File: config.mk
export PLATFORM = sky130hd
export DESIGN_NAME = lbs_front
export DESIGN_NICKNAME = d
export VERILOG_FILES = /design/src/design/lbs_pkg.sv /design/src/design/lbs_front.sv
export VERILOG_INCLUDE_DIRS = /design/src /design/src/design
export SDC_FILE = /design/constraint.sdc
export NUM_CORES = 1
export LEC_CHECK = 0
export ABC_AREA = 1
export BUFFER_PORTS_ARGS = -buffer_cell sky130_fd_sc_hd__buf_2
export CAP_MARGIN = 10
export CORE_ASPECT_RATIO = 1.1
export CORE_MARGIN = 2
export CORE_UTILIZATION = 53
export CTS_CLUSTER_SIZE = 10
export DETAILED_ROUTE_END_ITERATION = 10
export GPL_ROUTABILITY_DRIVEN = 0
export PLACE_DENSITY = 0.74
export SYNTH_ARGS = -nofsm -noshare
export SYNTH_HDL_FRONTEND = slang
export SYNTH_SLANG_ARGS = --single-unit
File: constraint.sdc
create_clock -name i_clk -period 19.1 [get_ports i_clk]
set_input_delay 2.865 -clock i_clk [delete_from_list [all_inputs] [get_ports i_clk]]
set_output_delay 2.865 -clock i_clk [all_outputs]
set_load 0.1 [all_outputs]
File: src/design/linear_blend_skinning_macros.svh
// Assertion macros for the skinning block.
// Included by modules that carry concurrent checks; no other dependencies.
`ifndef LINEAR_BLEND_SKINNING_MACROS_SVH
`define LINEAR_BLEND_SKINNING_MACROS_SVH
// Implication checked on every rising clock edge outside reset.
`define LBS_ASSERT_IMP(label, clk, rst_n, ante, cons) \
    label: assert property (@(posedge clk) disable iff (!rst_n) (ante) |-> (cons)) \
        else $error("check failed");
// Next-cycle implication.
`define LBS_ASSERT_NXT(label, clk, rst_n, ante, cons) \
    label: assert property (@(posedge clk) disable iff (!rst_n) (ante) |=> (cons)) \
        else $error("check failed");
`endif

File: src/design/lbs_pkg.sv
// Package for the skinning block: types, command codes, status codes.
// No dependencies.
package lbs_pkg;
    localparam int unsigned MAT_WORDS = 12;
    localparam logic CMD_WRITE  = 1'b0;
    localparam logic CMD_WEIGHT = 1'b1;
    localparam logic [1:0] ST_OK  = 2'd0;
    localparam logic [1:0] ST_SAT = 2'd1;
    localparam logic [1:0] ST_ERR = 2'd2;
    localparam logic [1:0] REG_BLEND_MODE  = 2'd0;
    localparam logic [1:0] REG_JOINT_COUNT = 2'd1;

    typedef struct packed {
        logic        cmd;
        logic [5:0]  joint;
        logic [3:0]  elem;
        logic signed [31:0] matrix_word;
        logic [16:0] weight;
        logic signed [31:0] vec_x;
        logic signed [31:0] vec_y;
        logic signed [31:0] vec_z;
        logic signed [31:0] vec_w;
        logic        last;
    } t_in;

    typedef struct packed {
        logic signed [31:0] out_x;
        logic signed [31:0] out_y;
        logic signed [31:0] out_z;
        logic [1:0]         status;
    } t_out;

    // Classified work handed from front to back.
    typedef struct packed {
        logic        wr;      // matrix word write
        logic        err;     // joint out of range
        logic        first;   // opens a vertex
        logic        last;
        logic        mode;    // 1 local
        logic [5:0]  joint;
        logic [3:0]  elem;
        logic signed [31:0] word;
        logic [16:0] weight;
        logic signed [31:0] v0;
        logic signed [31:0] v1;
        logic signed [31:0] v2;
        logic signed [31:0] v3;
    } t_job;

    localparam logic signed [47:0] LIM48_HI = 48'sh7FFF_FFFF_FFFF;
    localparam logic signed [47:0] LIM48_LO = -48'sh7FFF_FFFF_FFFF - 48'sd1;

    function automatic logic signed [47:0] sat48(input logic signed [49:0] s,
                                                 output logic f);
        f = 1'b0;
        if (s > 50'(LIM48_HI)) begin
            f = 1'b1;
            return LIM48_HI;
        end
        if (s < 50'(LIM48_LO)) begin
            f = 1'b1;
            return LIM48_LO;
        end
        return s[47:0];
    endfunction

    function automatic logic signed [31:0] sat32(input logic signed [65:0] s,
                                                 output logic f);
        f = 1'b0;
        if (s > 66'sh7FFF_FFFF) begin
            f = 1'b1;
            return 32'sh7FFF_FFFF;
        end
        if (s < -66'sh8000_0000) begin
            f = 1'b1;
            return -32'sh8000_0000;
        end
        return s[31:0];
    endfunction
endpackage

File: src/design/lbs_front.sv
// Front end: accepts beats, range-checks joints, tags vertex start, queues jobs.
// Depends on lbs_pkg.
module lbs_front #(
    parameter int MAX_JOINTS = 64,
    parameter int QDEPTH     = 4
) (
    input  logic           i_clk,
    input  logic           i_rst_n,
    input  logic           i_mode,
    input  logic [6:0]     i_joint_count,
    input  logic           i_valid,
    output logic           o_ready,
    input  lbs_pkg::t_in   i_data,
    output logic           o_job_valid,
    input  logic           i_job_take,
    output lbs_pkg::t_job  o_job
);
    import lbs_pkg::*;
    localparam int AW = $clog2(QDEPTH);

    t_job          r_q [QDEPTH];
    logic [AW-1:0] r_wp, r_rp;
    logic [AW:0]   r_cnt;
    logic          r_first;
    logic          push;
    t_job          job;
    logic [8:0]    lim;

    always_comb begin
        lim = (9'(i_joint_count) < 9'(MAX_JOINTS)) ? 9'(i_joint_count) : 9'(MAX_JOINTS);
        job.wr     = (i_data.cmd == CMD_WRITE);
        job.err    = (9'(i_data.joint) >= lim);
        job.first  = r_first;
        job.last   = i_data.last;
        job.mode   = i_mode;
        job.joint  = i_data.joint;
        job.elem   = i_data.elem;
        job.word   = i_data.matrix_word;
        job.weight = i_data.weight;
        job.v0     = i_data.vec_x;
        job.v1     = i_data.vec_y;
        job.v2     = i_data.vec_z;
        job.v3     = i_data.vec_w;
    end

    assign o_ready     = (r_cnt != (AW+1)'(QDEPTH));
    assign push        = i_valid && o_ready;
    assign o_job_valid = (r_cnt != '0);
    assign o_job       = r_q[r_rp];

    always_ff @(posedge i_clk) begin
        if (push) begin
            r_q[r_wp] <= job;
        end
        if (!i_rst_n) begin
            r_wp <= '0;
            r_rp <= '0;
            r_cnt <= '0;
            r_first <= 1'b1;
        end else begin
            if (push) begin
                r_wp <= (r_wp == AW'(QDEPTH-1)) ? '0 : r_wp + 1'b1;
                if (i_data.cmd == CMD_WEIGHT) begin
                    r_first <= i_data.last;
                end
            end
            if (i_job_take) begin
                r_rp <= (r_rp == AW'(QDEPTH-1)) ? '0 : r_rp + 1'b1;
            end
            r_cnt <= r_cnt + (AW+1)'(push) - (AW+1)'(i_job_take);
        end
    end

    `include "linear_blend_skinning_macros.svh"
    `LBS_ASSERT_IMP(a_no_overflow, i_clk, i_rst_n, push, r_cnt < (AW+1)'(QDEPTH))
    `LBS_ASSERT_IMP(a_no_underflow, i_clk, i_rst_n, i_job_take, r_cnt != '0)
    `LBS_ASSERT_IMP(a_cnt_range, i_clk, i_rst_n, 1'b1, r_cnt <= (AW+1)'(QDEPTH))
endmodule

==> results.toml, run 1 <==
[sta]
finalCriticalPeriod_ps = 6981
slew_headroom = 0.2756
finalHoldViolCount = 0
fin_crit_sh = 0.3655
finClkSkew_ps = 12.87
finalSetupViolCount = 0
rsz0062_at_grt = "no"
fin_setup_tns_ps = 0
slew_violations = 0
worst_pin_slew_ps = 1087
fmax_ghz = 0.1433

[setup_path]
cp_slowest_stage_delay_ps = 800
criticalPathCategory = "reg2out"
crit_family = "buffers and inverters"
path_max_fanout = 221
r2r_slack_ps = 15290
cp.depth = 6
arrival_ps = 4120
cpMaxStageDelayCell = "buf_4"
crit_end = "o_job[111]"
ff2ff_path_depth = 6
cpMostUsedCell = "buf_4"
worstReg2RegEnd = "r_q[2][96]"
worstSetupStartpointType = "register"
crit_chain = "clkinv_8, buf_4, buf_4, nor2_1, o22ai_1, buf_2"
cp.required_ps = 16230
reg2reg_from = "r_cnt[1]"
cp_num_buf_inv = 4
end_kind = "primary output"

[detailed_routing]
topRoutingLayerUsed = "met5"
met3_length_mm = 4.451
first_pass_iters = 5
drc = 0
m1WireLength_mm = 25.49
wl_per_cell_um = 20.79
wirelength_mm = 64.59
ant_nets = 0
routed-wl-met2_mm = 32.36
via_count = 17790
via_per_inst = 5.725
drtIter0Drc = 1296

[synth]
synthFlopType = "edfxtp_1"
synth_common_cells = "edfxtp_1, nor2_1, o21ai_0"
synth_edf_count = 768
yosysUniqueCellTypes = 24
yosysTopAreaCell = "edfxtp_1"
syn_nets = 2171
syn_avg_cell_area_um2 = 14.91
ys_seq_area_frac = 0.7974
yosysMostFrequentCell = "edfxtp_1"
syn_area_um2 = 29170
synthArstFlopShare = 0
synth_top_area_share = 0.7906
synth_area_leaders = "edfxtp_1, nor2_1, o21ai_0"
synth_warnings = 0
syn_inst = 1956
synth_seq_cells = 778

[final_layout]
finalNetCount = 2548
layout-drive-gt1-share = 0.2193
final_area_um2 = 33810
syn_to_final_growth_pct = 15.91

[clocking]
cts.path.max_buffers = 3
post_cts_buffers = 0
postCtsHoldBufs = 0
cts-buffers-inserted = 87
ctsResizeCount = 0
cts_root_buf = "clkbuf_16"
cts_tree = "yes"
clkLatencyLatePin_ps = 610
cts_max_level = 3
clkSinkCount = 778
clkTransAtPathRegs_ps = 60

[floorplan]
core_um2 = 54610
start_util = 0.5341
die_x_um = 227.7
dieHeight_um = 250.1
std_cell_rows = 90
io_pins = 395
dieArea_um2 = 56940

[global_routing]
antenna_found_initial = 27
grt_pass1_wl_mm = 96.88
grt_max_degree = 222
grt-ovfl-total = 0
first_global_vias = 17780
grtUsageTotal = 0.2236

[power_and_ir_drop]
p_leak_nw = 11.74
peakVddDrop_v = 0.00009544
powerDensity_nw_per_um2 = 138.2

[status]
outcome = "completed"

[worst_hold_path]
hold_path.startpoint = "r_first"
min_path_type = "reg2reg"

[placed_design]
dpl.hpwl_mm = 36.20
port_buffers = 394
dpl_cell_area_um2 = 31440

[run]
drv_cap = 0
[placed cells by master, fill, tap and decap left out]
| cell type | instances |
|---|---|
| inv_6 | 2 |
| o22ai_1 | 192 |
| nand3b_1 | 2 |
| nand4_1 | 1 |
| diode_2 | 18 |
| nor2_1 | 396 |
| clkinv_8 | 3 |
| inv_1 | 19 |
| a21boi_0 | 1 |
| a21oi_1 | 4 |
| nand2_1 | 23 |
| clkbuf_1 | 16 |
| clkbuf_16 | 87 |
| edfxtp_1 | 768 |
| inv_16 | 2 |
| buf_4 | 21 |
| dfxtp_4 | 2 |
| dfxtp_1 | 8 |
| buf_2 | 394 |
| ha_1 | 13 |
| fa_1 | 1 |
| inv_8 | 1 |
| nor2_4 | 4 |
| xnor2_1 | 1 |
| o21ai_1 | 116 |
| nand3_1 | 5 |
| nor3_1 | 2 |
| o21ai_0 | 269 |
[per-stage QoR]
step	instances	hold WS, ps	setup slack, ps	util	total power, mW
after detailed placement	2980	524.1	12670	0.5757	3.297
after global routing	3104	541.6	11730	0.6190	4.821
after global placement	2980	512.7	12780	0.5757	3.278
final	3107	534.7	12120	0.6191	4.675
after floorplan	1956	460.5	7324	-	3.109
after CTS	3089	532.8	11990	0.6183	4.708
[registers in the layout, summed over array words and instances (netlist names), named ones only]
| register | flops |
|---|---|
| r_wp | 2 |
| r_q | 768 |
| r_first | 1 |
| r_rp | 2 |
| r_cnt | 3 |
[cell type report]
| class | instances | area, um^2 |
|---|---|---|
| repair buffers | 415 | 2130 |
| clock buffers | 103 | 2237 |
| diodes | 18 | 45.04 |
| fillers | 3990 | 20800 |
| well taps | 736 | 920.9 |
| multi-input cells | 1030 | 5021 |
| clock inverters | 6 | 90.09 |
| flip-flops and latches | 778 | 23270 |
| inverters | 21 | 98.84 |
[report_power, final]
group | internal [mW] | total, mW | switching [mW]
clock network | 0.818 | 1.41 | 0.594
registers | 2.09 | 2.13 | 0.0434
logic | 0.155 | 1.13 | 0.975
[per-layer routing]
layer  vias to the layer above  GRT usage
li1                       8145          -
met1                      8889     0.2719
met2                       611     0.3760
met3                       126    0.05431
met4                        18     0.1051
met5                         -          0
[cell families (layout without fill, tap and decap cells)]
kind of cell	Yosys count	count (layout)	share of synthesized area
xor gates and xnor gates	1	1	0.0003003
and+or+nand+nor	433	433	0.05636
DFF	778	778	0.7974
adders and majority gates	14	14	0.006262
AOI/OAI and AO/OA	582	582	0.1082
buffers and inverters	148	545	0.03148
other	0	18	0
[worst min-delay path by stage]
stage | end | slack [ps] | cells after the start
after global placement | r_first | 510 | 2
after floorplan | r_q[0][189] | 460 | 0
after detailed placement | r_first | 520 | 2
after global routing | r_q[0][189] | 540 | 0
final | r_q[3][189] | 530 | 0
after CTS | r_first | 530 | 2
Note: power is estimated with default switching activity, not from simulation.
==> inputs of run 2 (changes only) <==
- ABC_AREA: 1 -> 0
- clock period: 19.1 -> 7.2 ns (I/O delays scaled with it)
==> results.toml, run 2 <==
[synth]
synthFlopType = "edfxtp_1"
ys_seq_area_frac = 0.8136
syn_nets = 1292
yosysMostFrequentCell = "edfxtp_1"
syn_area_um2 = 28590
syn_inst = 1077
yosysTopAreaCell = "edfxtp_1"
synth_edf_count = 768
synth_top_area_share = 0.8066
synth_seq_cells = 778
synth_common_cells = "edfxtp_1, mux4_2, buf_12"
synthArstFlopShare = 0
synth_area_leaders = "edfxtp_1, mux4_2, buf_12"
synth_warnings = 0
syn_avg_cell_area_um2 = 26.55
yosysUniqueCellTypes = 31

[power_and_ir_drop]
finalPower_mw = 12.39
netSwitchingFraction = 0.3351
powerDensity_nw_per_um2 = 370.9
peakVddDrop_v = 0.0003377
switchingPower_mw = 4.152
clkPwrFrac = 0.303
comb_power_share = 0.246
p_seq_frac = 0.451
p_int_mw = 8.237
p_leak_nw = 11.17

[sta]
finClkSkew_ps = 14.14
finalHoldViolCount = 0
fmax_ghz = 0.2327
slew_headroom = 0.2757
worst_pin_slew_ps = 1086
finalSetupViolCount = 0
slew_violations = 0
rsz0062_at_grt = "no"
whs_ps = 502.9
finalCriticalPeriod_ps = 4298
fin_setup_tns_ps = 0
setup_ws_ps = 2902
fin_crit_sh = 0.5969

[detailed_routing]
via_per_inst = 5.766
drtIter0Drc = 885
ant_nets = 0
wirelength_mm = 55.09
wl_per_cell_um = 24.72
first_pass_iters = 5
drc = 0
via_count = 12850

[final_layout]
final_common_cell = "edfxtp_1"
filler_cell_count = 3564
syn_to_final_growth_pct = 16.82
largest_reg_flops = 768
mostFrequentLayoutCells = "edfxtp_1, buf_2, mux4_2"
finalNetCount = 1741
top_register = "r_q"
largestRegisters = "r_q x768, r_cnt x3"
layout-drive-gt1-share = 0.4529

[clocking]
ctsResizeCount = 0
clkLatencyLatePin_ps = 610
cts_root_buf = "clkbuf_16"
post_cts_buffers = 0
clkTransAtPathRegs_ps = 50
cts-buffers-inserted = 88
cts.path.max_buffers = 3
postCtsHoldBufs = 0
cts_tree = "yes"
cts_max_level = 3
clkSinkCount = 778

[floorplan]
core_um2 = 53450
std_cell_rows = 89
dieHeight_um = 247.6
io_pins = 395
die_x_um = 225.5
start_util = 0.5349
dieArea_um2 = 55820

[placed_design]
port_buffers = 394
pre_cts_slack_ps = 3465
dpl.hpwl_mm = 31.88

[global_routing]
antenna_found_initial = 15
grtUsageTotal = 0.1975
grt-ovfl-total = 0
first_global_vias = 13430
grt_pass1_wl_mm = 81.48
grt_max_degree = 145

[setup_path]
end_kind = "primary output"
cpMaxStageDelayCell = "dfxtp_4"
cp_slowest_stage_delay_ps = 940
path_max_fanout = 58
cp_num_buf_inv = 2
arrival_ps = 3220
cp.required_ps = 6120
crit_family = "buffers and inverters"
crit_chain = "buf_4, mux4_2, buf_2"
criticalPathCategory = "reg2out"
worstSetupStartpointType = "register"

[run]
drv_cap = 0

[status]
outcome = "completed"

[worst_hold_path]
min_path_type = "reg2reg"
==> run 2: logic make-up (layout without fill, tap and decap cells) <==
kind of cell / count (synthesis) / in the layout / synth area share
AND/OR/NAND/NOR: 26 / 26 / 0.005514
flip-flops: 778 / 778 / 0.8136
AO/OA/AOI/OAI: 8 / 8 / 0.001925
buffers and inverters: 54 / 516 / 0.01969
adder cells (fa/ha/maj): 14 / 14 / 0.006389
other: 0 / 8 / 0
XOR/XNOR: 2 / 2 / 0.0006127
multiplexers: 195 / 195 / 0.1523
==> run 2: worst paths after layout <==
path / from / slack [ps] / end / cells past startpoint
setup / recovery: register / 2900 / o_job[69] / 3
hold / removal: r_wp[1] / 500 / r_wp[1] / 2
hold reg to reg: r_wp[1] / 500 / r_wp[1] / 2
setup reg to reg: r_cnt[1] / 4350 / r_q[0][34] / 3
==> run 2: worst min-delay path, cell delays in order, from the launching register on <==
cell	delay, ps
dfxtp_1	330
nand2_1	60
mux2i_1	50
==> run 2: power groups by stage <==
stage	Sequential [mW]	Combinational [mW]	Clock, mW
2_1_floorplan	5.72	2.55	0
3_3_place_gp	5.65	3.06	0
3_5_place_dp	5.68	3.07	0
4_1_cts	5.59	3.08	3.84
5_1_grt	5.62	3.15	4.00
6_report	5.59	3.04	3.75
==> run 2: layout make-up <==
type                            count  area [um^2]  area share
Clock inverter                      6        57.56    0.001723
Inverter                            9        33.78    0.001011
Multi-Input combinational cell    245         4787      0.1433
Tap cell                          682        853.3     0.02555
Antenna cell                        8        20.02   0.0005994
Timing Repair Buffer              404         2122     0.06353
Clock buffer                       97         2257     0.06758
Sequential cell                   778        23270      0.6967
==> run 2: stage by stage <==
step,utilization,area [um^2],instances
2_1_floorplan,-,28590,1077
3_3_place_gp,0.5812,31070,2118
3_5_place_dp,0.5812,31070,2118
4_1_cts,0.6245,33380,2221
5_1_grt,0.6247,33390,2226
6_report,0.6249,33400,2229
==> run 2: per-layer routing <==
| layer | up-vias | GRT usage | part of all wire |
|---|---|---|---|
| met3 | 129 | 0.05730 | 0.080 |
| li1 | 5527 | - | - |
| met1 | 6705 | 0.2662 | 0.39 |
| met2 | 473 | 0.3116 | 0.49 |
| met4 | 18 | 0.07187 | 0.028 |
| met5 | - | 0 | 0.0022 |
==> inputs of run 3 (changes only) <==
- clock period: 7.2 -> 4.38 ns (I/O delays scaled with it)
==> results.toml, run 3 (same netlist as run 2, synthesis figures left out) <==
[status]
outcome = "completed"

[power_and_ir_drop]
powerDensity_nw_per_um2 = 607.1
p_int_mw = 13.62
peakVddDrop_v = 0.0004172
p_leak_nw = 11.34
p_seq_frac = 0.448
switchingPower_mw = 6.887
comb_power_share = 0.248
clkPwrFrac = 0.304
netSwitchingFraction = 0.3358
finalPower_mw = 20.51

[detailed_routing]
wl_per_cell_um = 24.72
first_pass_iters = 7
via_per_inst = 5.676
ant_nets = 0
wirelength_mm = 55.91
via_count = 12840
drc = 0
drtIter0Drc = 821

[setup_path]
worstSetupStartpointType = "register"
criticalPathCategory = "reg2out"
cp.required_ps = 3720
arrival_ps = 2710
path_max_fanout = 44
end_kind = "primary output"

[sta]
fin_setup_tns_ps = 0
fmax_ghz = 0.2968
setup_ws_ps = 1010
finClkSkew_ps = 15.91
fin_crit_sh = 0.7694
finalCriticalPeriod_ps = 3370
worst_pin_slew_ps = 932.3
slew_headroom = 0.3785
rsz0062_at_grt = "no"
finalHoldViolCount = 0
slew_violations = 0
finalSetupViolCount = 0

[clocking]
cts_root_buf = "clkbuf_16"
clkLatencyLatePin_ps = 620
clkTransAtPathRegs_ps = 50
post_cts_buffers = 0
cts_tree = "yes"
ctsResizeCount = 0
cts_max_level = 3
cts-buffers-inserted = 88
cts.path.max_buffers = 3
clkSinkCount = 778
postCtsHoldBufs = 0

[global_routing]
grt_pass1_wl_mm = 82.54
antenna_found_initial = 17
grtUsageTotal = 0.2004
first_global_vias = 13720
grt_max_degree = 67
grt-ovfl-total = 0

[final_layout]
filler_cell_count = 3519
largest_reg_flops = 768
final_common_cell = "edfxtp_1"
syn_to_final_growth_pct = 18.16
mostFrequentLayoutCells = "edfxtp_1, buf_2, mux4_2"
final_area_um2 = 33780
finalNetCount = 1763
largestRegisters = "r_q x768, r_cnt x3"
top_register = "r_q"
layout-drive-gt1-share = 0.4607
instances_no_fill = 2262

[floorplan]
core_um2 = 53450
io_pins = 395
dieArea_um2 = 55820
start_util = 0.5349
std_cell_rows = 89
die_x_um = 225.5
dieHeight_um = 247.6

[placed_design]
dpl.hpwl_mm = 34.29
dpl_cell_area_um2 = 31380
placed_cells = 2140
pre_cts_slack_ps = 1581
port_buffers = 394

[run]
drv_cap = 0

[worst_hold_path]
min_path_type = "in2reg"
==> run 3: cell types whose count changed in the layout (fill, tap and decap cells not counted) <==
cell	delta
buf_4	+10
clkinv_16	+1
clkinv_4	-1
inv_16	+1
diode_2	+7
inv_6	+2
clkinv_1	-1
buf_12	+12
clkinv_8	-1
clkbuf_1	+3
==> run 3: layout make-up <==
cell class                 count  area [um^2]  share of cell area
multi-input combinational    245         4787              0.1417
sequential                   778        23270              0.6888
antenna                       15        37.54            0.001111
clock buffer                 100         2268             0.06715
inverter                       9        33.78            0.001000
timing repair buffer         426         2437             0.07215
clock inverter                 7        96.34            0.002852
tap                          682        853.3             0.02526
==> run 3: final timing paths <==
kind	end	depth (start not counted)	slack (ps)	from
worst max-delay path	o_job[81]	3	1010	register
worst min register to register	r_wp[1]	2	520	r_wp[1]
worst min-delay path	r_q[2][187]	1	250	i_mode
worst max register to register	r_cnt[2]	11	1760	r_cnt[2]
==> run 3: metal layers <==
layer / up-vias / share of wire / GRT usage
met1: 6753 / 0.39 / 0.2581
met3: 75 / 0.082 / 0.06393
li1: 5570 / - / -
met4: 12 / 0.021 / 0.07148
met2: 430 / 0.51 / 0.3251
met5: - / 0.0013 / 0
==> run 3: power groups by stage <==
stage          Clock (mW)  Sequential, mW  Combinational (mW)
3_5_place_dp            0            9.33                5.14
3_3_place_gp            0            9.28                5.11
4_1_cts              6.39            9.19                5.15
6_report             6.23            9.18                5.09
5_1_grt              6.67            9.23                5.27
2_1_floorplan           0            9.31                4.20
==> run 3: stage by stage <==
stage	hold slack, ps	utilization
finish	252.3	0.6320
global placement	482.0	0.5871
CTS	203.7	0.6313
detailed placement	493.5	0.5871
global route	228.0	0.6316
floorplan	460.1	-
==> run 3: critical path: stages, from the launching register on <==
cell and delay (ps):
dfxtp_4 740, buf_12 380, mux4_2 570, buf_2 310
